<file path="src/rtl/core/bf_pkg.sv">
package bf_pkg;

	// Operation codes carried in s_tuser.
	localparam logic [1:0] OP_ADD   = 2'd0;
	localparam logic [1:0] OP_RUN   = 2'd1;
	localparam logic [1:0] OP_CLEAR = 2'd2;

	// Results are reported for at most sixteen vertices, so vertex fields are four bits.
	localparam int VERT_CAP = 16;
	localparam int VERT_W   = 4;
	localparam int VCNT_W   = 5;
	localparam int DIST_W   = 32;
	localparam int COST_W   = 16;

	localparam logic [VCNT_W-1:0] VCOUNT_RESET = 5'd16;
	localparam logic [DIST_W-1:0] DIST_UNREACHED = 32'h7FFF_FFFF;
	localparam logic [DIST_W-1:0] DIST_MIN = 32'h8000_0000;

	localparam int IN_TDATA_W  = 32;
	localparam int IN_TUSER_W  = 2;
	localparam int OUT_TDATA_W = 40;

	typedef struct packed {
		logic load_edge;
		logic clear_edges;
		logic run_init;
		logic edge_rd;
		logic edge_next;
		logic vert_next;
		logic pass_next;
		logic dist_rd;
		logic relax_wr;
		logic neg_set;
		logic emit_start;
		logic emit_rd;
		logic emit_ld;
	} cmd_t;

	typedef struct packed {
		logic edge_done;
		logic vert_last;
		logic check_pass;
		logic edge_ok;
		logic better;
		logic out_free;
	} stat_t;

endpackage

</file>
<file path="src/rtl/core/bf_ctrl.sv">
module bf_ctrl (
	input  logic                          clk,
	input  logic                          arst_n,
	input  logic                          s_tvalid,
	output logic                          s_tready,
	input  logic [bf_pkg::IN_TUSER_W-1:0] op,
	input  bf_pkg::stat_t                 st,
	output bf_pkg::cmd_t                  cmd
);

	localparam logic [2:0] ST_IDLE  = 3'd0;
	localparam logic [2:0] ST_SCAN  = 3'd1;
	localparam logic [2:0] ST_CHECK = 3'd2;
	localparam logic [2:0] ST_RELAX = 3'd3;
	localparam logic [2:0] ST_EMRD  = 3'd4;
	localparam logic [2:0] ST_EMLD  = 3'd5;

	logic [2:0] state_q;
	logic [2:0] state_d;

	assign s_tready = (state_q == ST_IDLE);

	always_comb begin
		state_d = state_q;
		cmd     = '0;
		unique case (state_q)
			ST_IDLE: begin
				if (s_tvalid) begin
					case (op)
						bf_pkg::OP_ADD:   cmd.load_edge = 1'b1;
						bf_pkg::OP_CLEAR: cmd.clear_edges = 1'b1;
						bf_pkg::OP_RUN: begin
							cmd.run_init = 1'b1;
							state_d      = ST_SCAN;
						end
						default: ;
					endcase
				end
			end
			ST_SCAN: begin
				if (st.edge_done) begin
					if (!st.vert_last) begin
						cmd.vert_next = 1'b1;
					end else if (st.check_pass) begin
						cmd.emit_start = 1'b1;
						state_d        = ST_EMRD;
					end else begin
						cmd.pass_next = 1'b1;
					end
				end else begin
					cmd.edge_rd = 1'b1;
					state_d     = ST_CHECK;
				end
			end
			ST_CHECK: begin
				if (st.edge_ok) begin
					cmd.dist_rd = 1'b1;
					state_d     = ST_RELAX;
				end else begin
					cmd.edge_next = 1'b1;
					state_d       = ST_SCAN;
				end
			end
			ST_RELAX: begin
				cmd.edge_next = 1'b1;
				if (st.better) begin
					// The final pass only looks; it never updates a distance.
					if (st.check_pass) cmd.neg_set = 1'b1;
					else               cmd.relax_wr = 1'b1;
				end
				state_d = ST_SCAN;
			end
			ST_EMRD: begin
				cmd.emit_rd = 1'b1;
				state_d     = ST_EMLD;
			end
			ST_EMLD: begin
				if (st.out_free) begin
					cmd.emit_ld = 1'b1;
					state_d     = st.vert_last ? ST_IDLE : ST_EMRD;
				end
			end
			default: state_d = ST_IDLE;
		endcase
	end

	always_ff @(posedge clk or negedge arst_n) begin
		if (!arst_n) begin
			state_q <= ST_IDLE;
		end else begin
			state_q <= state_d;
		end
	end

endmodule

</file>
<file path="src/rtl/core/bf_dpath.sv">
module bf_dpath #(
	parameter int MAX_VERTICES = 16,
	parameter int MAX_EDGES    = 64
) (
	input  logic                           clk,
	input  logic                           arst_n,
	input  bf_pkg::cmd_t                   cmd,
	output bf_pkg::stat_t                  st,
	input  logic [bf_pkg::IN_TDATA_W-1:0]  s_tdata,
	input  logic                           cfg_valid,
	input  logic [bf_pkg::VCNT_W-1:0]      cfg_data,
	output logic                           m_tvalid,
	input  logic                           m_tready,
	output logic [bf_pkg::OUT_TDATA_W-1:0] m_tdata,
	output logic                           m_tlast
);

	localparam int ET_W = $clog2(MAX_EDGES + 1);
	localparam int EI_W = (MAX_EDGES > 1) ? $clog2(MAX_EDGES) : 1;
	localparam int VLIM = (MAX_VERTICES < bf_pkg::VERT_CAP) ? MAX_VERTICES : bf_pkg::VERT_CAP;
	localparam logic [ET_W-1:0] EDGE_FULL = ET_W'(MAX_EDGES);
	localparam int VW = bf_pkg::VERT_W;
	localparam int DW = bf_pkg::DIST_W;
	localparam int CW = bf_pkg::COST_W;

	// Request fields.
	logic [VW-1:0] in_from;
	logic [VW-1:0] in_to;
	logic [CW-1:0] in_cost;
	logic [VW-1:0] in_src;

	assign in_from = s_tdata[3:0];
	assign in_to   = s_tdata[7:4];
	assign in_cost = s_tdata[23:8];
	assign in_src  = s_tdata[27:24];

	// Edge store.
	logic [VW-1:0] tail_mem [MAX_EDGES];
	logic [VW-1:0] head_mem [MAX_EDGES];
	logic [CW-1:0] cost_mem [MAX_EDGES];
	logic [VW-1:0] rd_tail_q;
	logic [VW-1:0] rd_head_q;
	logic [CW-1:0] rd_cost_q;

	logic [ET_W-1:0] edge_total_q;
	logic            overflow_q;
	logic            store_full;
	logic            edge_wr;

	// Distance store and reached flags.
	logic [DW-1:0]               dist_mem [bf_pkg::VERT_CAP];
	logic [DW-1:0]               dist_a_q;
	logic [DW-1:0]               dist_b_q;
	logic [bf_pkg::VERT_CAP-1:0] reached_q;
	logic [bf_pkg::VERT_CAP-1:0] src_mask;
	logic                        dist_wr;
	logic [VW-1:0]               dist_wr_addr;
	logic [DW-1:0]               dist_wr_data;

	logic [bf_pkg::VCNT_W-1:0] vcount_q;
	logic [bf_pkg::VCNT_W-1:0] n_act;
	logic [bf_pkg::VCNT_W-1:0] n_last;
	logic [VW-1:0]             vert_q;
	logic [VW-1:0]             pass_q;
	logic [ET_W-1:0]           ecnt_q;
	logic                      neg_q;
	logic                      src_ok;

	logic [DW:0]   sum_wide;
	logic [DW-1:0] cand;

	logic                          out_valid_q;
	logic [bf_pkg::OUT_TDATA_W-1:0] out_data_q;
	logic                          out_last_q;

	always_comb begin
		if (vcount_q == '0)                         n_act = 5'd1;
		else if (vcount_q > bf_pkg::VCNT_W'(VLIM))  n_act = bf_pkg::VCNT_W'(VLIM);
		else                                        n_act = vcount_q;
	end

	assign n_last     = n_act - 5'd1;
	assign src_ok     = ({1'b0, in_src} < n_act);
	assign src_mask   = src_ok ? ({{(bf_pkg::VERT_CAP-1){1'b0}}, 1'b1} << in_src) : '0;
	assign store_full = (edge_total_q == EDGE_FULL);
	assign edge_wr    = cmd.load_edge && !store_full;

	// Saturating sum of the tail distance and the edge weight.
	assign sum_wide = {dist_a_q[DW-1], dist_a_q} + {{(DW+1-CW){rd_cost_q[CW-1]}}, rd_cost_q};
	always_comb begin
		if (sum_wide[DW] != sum_wide[DW-1]) cand = sum_wide[DW] ? bf_pkg::DIST_MIN
		                                                         : bf_pkg::DIST_UNREACHED;
		else                                cand = sum_wide[DW-1:0];
	end

	assign st.edge_done  = (ecnt_q == edge_total_q);
	assign st.vert_last  = ({1'b0, vert_q} == n_last);
	assign st.check_pass = ({1'b0, pass_q} == n_last);
	assign st.edge_ok    = (rd_tail_q == vert_q) && ({1'b0, rd_head_q} < n_act)
	                       && reached_q[vert_q];
	assign st.better     = !reached_q[rd_head_q] || ($signed(cand) < $signed(dist_b_q));
	assign st.out_free   = !out_valid_q || m_tready;

	always_ff @(posedge clk) begin
		if (edge_wr) begin
			tail_mem[edge_total_q[EI_W-1:0]] <= in_from;
			head_mem[edge_total_q[EI_W-1:0]] <= in_to;
			cost_mem[edge_total_q[EI_W-1:0]] <= in_cost;
		end
	end

	always_ff @(posedge clk) begin
		if (cmd.edge_rd) begin
			rd_tail_q <= tail_mem[ecnt_q[EI_W-1:0]];
			rd_head_q <= head_mem[ecnt_q[EI_W-1:0]];
			rd_cost_q <= cost_mem[ecnt_q[EI_W-1:0]];
		end
	end

	assign dist_wr      = (cmd.run_init && src_ok) || cmd.relax_wr;
	assign dist_wr_addr = cmd.run_init ? in_src : rd_head_q;
	assign dist_wr_data = cmd.run_init ? '0 : cand;

	always_ff @(posedge clk) begin
		if (dist_wr) dist_mem[dist_wr_addr] <= dist_wr_data;
	end

	always_ff @(posedge clk) begin
		if (cmd.dist_rd || cmd.emit_rd) dist_a_q <= dist_mem[vert_q];
		if (cmd.dist_rd)                dist_b_q <= dist_mem[rd_head_q];
	end

	always_ff @(posedge clk or negedge arst_n) begin
		if (!arst_n) begin
			vcount_q     <= bf_pkg::VCOUNT_RESET;
			edge_total_q <= '0;
			overflow_q   <= 1'b0;
			reached_q    <= '0;
			neg_q        <= 1'b0;
			vert_q       <= '0;
			pass_q       <= '0;
			ecnt_q       <= '0;
		end else begin
			if (cfg_valid) vcount_q <= cfg_data;
			if (edge_wr) edge_total_q <= edge_total_q + ET_W'(1);
			if (cmd.load_edge && store_full) overflow_q <= 1'b1;
			if (cmd.clear_edges) begin
				edge_total_q <= '0;
				overflow_q   <= 1'b0;
			end
			if (cmd.run_init) begin
				reached_q <= src_mask;
				neg_q  <= 1'b0;
				vert_q <= '0;
				pass_q <= '0;
				ecnt_q <= '0;
			end
			if (cmd.relax_wr) reached_q[rd_head_q] <= 1'b1;
			if (cmd.neg_set) neg_q <= 1'b1;
			if (cmd.edge_next) ecnt_q <= ecnt_q + ET_W'(1);
			if (cmd.vert_next) begin
				vert_q <= vert_q + VW'(1);
				ecnt_q <= '0;
			end
			if (cmd.pass_next) begin
				pass_q <= pass_q + VW'(1);
				vert_q <= '0;
				ecnt_q <= '0;
			end
			if (cmd.emit_start) vert_q <= '0;
			if (cmd.emit_ld) vert_q <= vert_q + VW'(1);
		end
	end

	// Output register: it holds one result, so new requests can enter while the last one waits.
	always_ff @(posedge clk or negedge arst_n) begin
		if (!arst_n) begin
			out_valid_q <= 1'b0;
		end else if (cmd.emit_ld) begin
			out_valid_q <= 1'b1;
		end else if (m_tready) begin
			out_valid_q <= 1'b0;
		end
	end

	always_ff @(posedge clk) begin
		if (cmd.emit_ld) begin
			out_data_q <= {1'b0, overflow_q, neg_q, reached_q[vert_q],
			               reached_q[vert_q] ? dist_a_q : bf_pkg::DIST_UNREACHED, vert_q};
			out_last_q <= st.vert_last;
		end
	end

	assign m_tvalid = out_valid_q;
	assign m_tdata  = out_data_q;
	assign m_tlast  = out_last_q;

endmodule

</file>
<file path="src/rtl/core/bellman_ford_shortest_paths_core.sv">
// Single-source shortest paths by Bellman-Ford. Requests on the s_ side add an edge, start a
// run from a source vertex or clear the edge store; adds and clears are taken one per cycle.
// A run clears the reached flags, sets the source distance to zero, and makes n-1 relaxation
// passes and one checking pass, where n is the active vertex count, each pass visiting tails
// in ascending order and, for each tail, every stored edge in insertion order through the
// single read port of the edge memory. The n results then follow in vertex order, each one
// waiting while the output register still holds the one before, the last one flagged by
// m_tlast. Requests are refused while a run is in progress; the last result may still wait
// in the output register when the next request is taken. Unreached vertices report a
// distance of 2147483647, and sums saturate to the signed 32-bit range. The user must
// write vertex_count only while no run is open; the block itself does not enforce this.
module bellman_ford_shortest_paths_core #(
	parameter int MAX_VERTICES = 16,
	parameter int MAX_EDGES    = 64
) (
	input  logic                           clk,
	input  logic                           arst_n,
	input  logic                           s_tvalid,
	output logic                           s_tready,
	// from_vertex[3:0], to_vertex[7:4], edge_weight[23:8], source_vertex[27:24], zero fill
	input  logic [bf_pkg::IN_TDATA_W-1:0]  s_tdata,
	// operation[1:0]
	input  logic [bf_pkg::IN_TUSER_W-1:0]  s_tuser,
	output logic                           m_tvalid,
	input  logic                           m_tready,
	// vertex[3:0], distance[35:4], reachable[36], negative_cycle[37], edges_dropped[38], zero fill
	output logic [bf_pkg::OUT_TDATA_W-1:0] m_tdata,
	output logic                           m_tlast,
	input  logic                           cfg_valid,
	output logic                           cfg_ready,
	input  logic [bf_pkg::VCNT_W-1:0]      cfg_data
);

	bf_pkg::cmd_t  cmd;
	bf_pkg::stat_t st;

	assign cfg_ready = 1'b1;

	bf_ctrl u_ctrl (
		.clk      (clk),
		.arst_n   (arst_n),
		.s_tvalid (s_tvalid),
		.s_tready (s_tready),
		.op       (s_tuser),
		.st       (st),
		.cmd      (cmd)
	);

	bf_dpath #(
		.MAX_VERTICES (MAX_VERTICES),
		.MAX_EDGES    (MAX_EDGES)
	) u_dpath (
		.clk       (clk),
		.arst_n    (arst_n),
		.cmd       (cmd),
		.st        (st),
		.s_tdata   (s_tdata),
		.cfg_valid (cfg_valid),
		.cfg_data  (cfg_data),
		.m_tvalid  (m_tvalid),
		.m_tready  (m_tready),
		.m_tdata   (m_tdata),
		.m_tlast   (m_tlast)
	);

endmodule

</file>
<file path="config.mk">
export PLATFORM = sky130hd
export DESIGN_NAME = bellman_ford_shortest_paths_core
export DESIGN_NICKNAME = d
export VERILOG_FILES = /design/src/rtl/core/bf_pkg.sv /design/src/rtl/core/bf_ctrl.sv /design/src/rtl/core/bf_dpath.sv /design/src/rtl/core/bellman_ford_shortest_paths_core.sv
export SDC_FILE = /design/constraint.sdc
export NUM_CORES = 2
export LEC_CHECK = 0
export BUFFER_PORTS_ARGS = -buffer_cell sky130_fd_sc_hd__buf_2
export CAP_MARGIN = 20
export CORE_AREA = 4 4 493 349
export CTS_CLUSTER_DIAMETER = 150
export CTS_CLUSTER_SIZE = 12
export DETAILED_ROUTE_END_ITERATION = 10
export DIE_AREA = 0 0 497 353
export PLACE_DENSITY_LB_ADDON = 0.3
export SLEW_MARGIN = 15
export SYNTH_ARGS = -nofsm -noshare
export SYNTH_HDL_FRONTEND = slang
export SYNTH_SLANG_ARGS = --single-unit
</file>
<file path="constraint.sdc">
create_clock -name clk -period 7.85 [get_ports clk]
set_input_delay 1.1775 -clock clk [delete_from_list [all_inputs] [get_ports clk]]
set_output_delay 1.1775 -clock clk [all_outputs]
set_load 0.05 [all_outputs]
</file>
==> reports/metrics.yaml <==
worst_pin_slew_ns: 1.21
hold_buffers: 0
synthToLayoutAreaGrowth_pct: 10.4
cp.buffers_inverters: 5
clk_latency_ns: 0.85
synth-edff-count: 2176
power_density_nw_per_um2: 370
antenna_left: 0
wire_per_inst_um: 34.1
slew_viol_final: 0
power_mw: 37.4
grt_pass1_wl_mm: 325
ys.flop_type: "edfxtp_1"
antenna_found_initial: 18
path_clk_slew_ns: 0.07
dieArea_um2: 175000
reg2regPathDepth: 23
synthArstFlopShare_pct: 2.20
place.gp.congestion: 0.880
drc_errors: 0
cp.arrival_ns: 7.79
drive_above_1_share_pct: 31.4
hold_path.class: "in -> async"
ioPinCount: 88
fillers: 11353
cpPeakStageDelay_ns: 0.54
setup_viol: 0
nets: 4408
reg2reg_slack_ns: 0.57
placed_area_um2: 95300
r2r_start: "u_dpath.rd_cost_q[15]"
yosys_warnings: 0
fmax_mhz: 137
end_kind: "flop"
core-area_um2: 167000
critical_path.cell_chain: "buf_4 > ha_1 > a211o_1 > a221oi_1 > o21ai_0 > a311oi_1 > a31oi_1 > xnor2_1 > buf_4 > buf_4 > maj3_1 > ha_1 > a21o_1 > a21o_1 > a21oi_1 > o211ai_1 > nor2_1 > o21ai_0 > nor4_1 > a21oi_4 > buf_4 > nor3_4 > buf_12"
crit_slowest_cell: "nor4_1"
io_buffer_count: 81
hold_viol_final: 0
gr-total-overflow: 0
grtUsageTotal_pct: 25.9
syn_inst: 4117
rows: 126
slew_headroom_pct: 19.4
finalSetupTns_ns: 0
routed_wl_mm: 225
cp_top_family: "compound AO/OA/AOI/OAI gates"
layout_common_cells: "edfxtp_1 (2176), mux4_2 (834), clkbuf_16 (205)"
fin_skew_ns: 0.0351
min_period_ns: 7.28
first_pass_iters: 6
start_kind: "flop"
synth_area_leaders: "edfxtp_1 (71%), mux4_2 (21%), dfrtp_1 (1.3%), ha_1 (1.0%), clkbuf_1 (0.65%)"
cts.path.max_buffers: 3
initial_core_util_pct: 54.7
rsz0062_at_grt: "no"
grt_start_max_net_pins: 129
crit_fanout: 24
finalInstanceArea_um2: 101000
first_global_vias: 44586
run_status: "complete, no violations"
synth_cell_type_count: 70
required_ns: 8.36
routed-via-count: 45295
synth_top_area_cell: "edfxtp_1"
drt-initial-drc-count: 7297
ys_seq_area_share_pct: 72.7
die_h_um: 353
dpl.hpwl_mm: 126
yosys.area.top_type_share_pct: 71.4
clock-root-buffer: "clkbuf_16"
syn_nets: 4237
synth_area_um2: 91500
dp_cells: 6314
path_common_cell: "buf_4"
synth.avg_cell_area_um2: 22.2
p_leak_nw: 30.9
cp-startpoint: "u_dpath.rd_cost_q[15]"
fin_crit_sh_pct: 92.8
r2r_end: "u_dpath.dist_mem[3][12]"
final_cells: 6599
cts-buffers-inserted: 203
numClockSinks: 2225
final_common_cell: "edfxtp_1"
cts_max_level: 4
vias_per_cell: 6.86
ir_drop_mv: 0.344
die_w_um: 497
cap_violations: 0
path_class: "reg -> reg"
cts_tree: "yes"
ys_ff_latch: 2225
per-stage QoR:
| step | util, % | setup WS, ns | hold slack, ns |
|---|---|---|---|
| floorplan | - | 0.137 | 0.423 |
| global placement | 56.9 | 0.550 | 0.495 |
| detailed placement | 56.9 | 0.393 | 0.504 |
| CTS | 60.2 | 0.349 | 0.504 |
| global route | 60.3 | 0.0160 | 0.524 |
| finish | 60.3 | 0.566 | 0.504 |
worst max path at each step:
stage | depth (start not counted) | slack, ns | endpoint
2_1_floorplan | 25 | 0.14 | u_dpath.dist_mem[12][0]
3_3_place_gp | 23 | 0.55 | u_dpath.dist_mem[11][8]
3_5_place_dp | 23 | 0.39 | u_dpath.dist_mem[4][8]
4_1_cts | 23 | 0.35 | u_dpath.dist_mem[4][12]
5_1_grt | 24 | 0.02 | u_dpath.dist_mem[3][13]
6_report | 23 | 0.57 | u_dpath.dist_mem[3][12]
cell families after synthesis:
family / Yosys count / synth area share, %
buffers and inverters: 286 / 1.19
adders and majority gates: 80 / 1.09
xor gates and xnor gates: 49 / 0.489
and+or+nand+nor: 386 / 2.08
other: 2 / 0.00821
AOI/OAI and AO/OA: 248 / 1.79
muxes: 841 / 20.6
DFF: 2225 / 72.7
cells in the mapped netlist (all sizes together), types with 3 or more instances:
cell type / n
mux4: 834
nand3: 30
xnor2: 25
o31ai: 6
a2111oi: 3
a2bb2oi: 6
and3: 14
xor2: 24
dfrtp: 48
ha: 75
a21o: 32
inv: 57
o21a: 5
nand3b: 6
or3: 11
a211o: 3
clkbuf: 159
nor2: 118
maj3: 4
nand2b: 47
o21bai: 3
a21oi: 67
o211ai: 4
nor3: 34
nor2b: 6
nand4: 12
nand2: 64
a31oi: 10
o21ai: 67
buf: 70
a211oi: 8
and2: 32
edfxtp: 2176
a22o: 5
nor4: 3
a31o: 8
o22ai: 7
mux2: 5
sequential cells by signal, indices dropped and copies added (netlist names), 5 cells and up:
register / flops
u_dpath.cost_mem: 1024
u_dpath.dist_a_q: 32
u_dpath.dist_b_q: 32
u_dpath.dist_mem: 512
u_dpath.ecnt_q: 7
u_dpath.edge_total_q: 7
u_dpath.head_mem: 256
u_dpath.m_tdata: 39
u_dpath.rd_cost_q: 16
u_dpath.reached_q: 16
u_dpath.tail_mem: 256
u_dpath.vcount_q: 5
final cells by class:
| type | instances | area [um^2] | area share [%] |
|---|---|---|---|
| well taps | 2240 | 2800 | 2.77 |
| clock inverters | 12 | 203 | 0.201 |
| multi-input cells | 1606 | 24300 | 24.1 |
| flip-flops and latches | 2225 | 66600 | 65.9 |
| repair buffers | 195 | 1570 | 1.55 |
| diodes | 10 | 25.0 | 0.0248 |
| clock buffers | 254 | 5310 | 5.26 |
| inverters | 57 | 214 | 0.212 |
power by group:
group	switching (mW)	leakage [nW]	internal, mW
Sequential	0.429	20.2	15.9
Combinational	7.67	8.08	4.60
Clock	4.09	2.67	4.69
repair_timing:
action	4_1_cts	5_1_grt
endpoints found under the setup margin	0	252
buffers inserted	0	1
gates resized for setup	0	6
metal layers:
metal / global-route usage (%) / wire, um / share of wire (%) / vias to the layer above
met5: 0 / 37 / 0.016 / -
met4: 6.68 / 5190 / 2.3 / 6
met3: 6.20 / 28100 / 12 / 345
met2: 36.1 / 98700 / 44 / 2915
met1: 41.5 / 93400 / 41 / 24171
li1: - / - / - / 17858
Note: power is estimated with default switching activity, not from simulation.
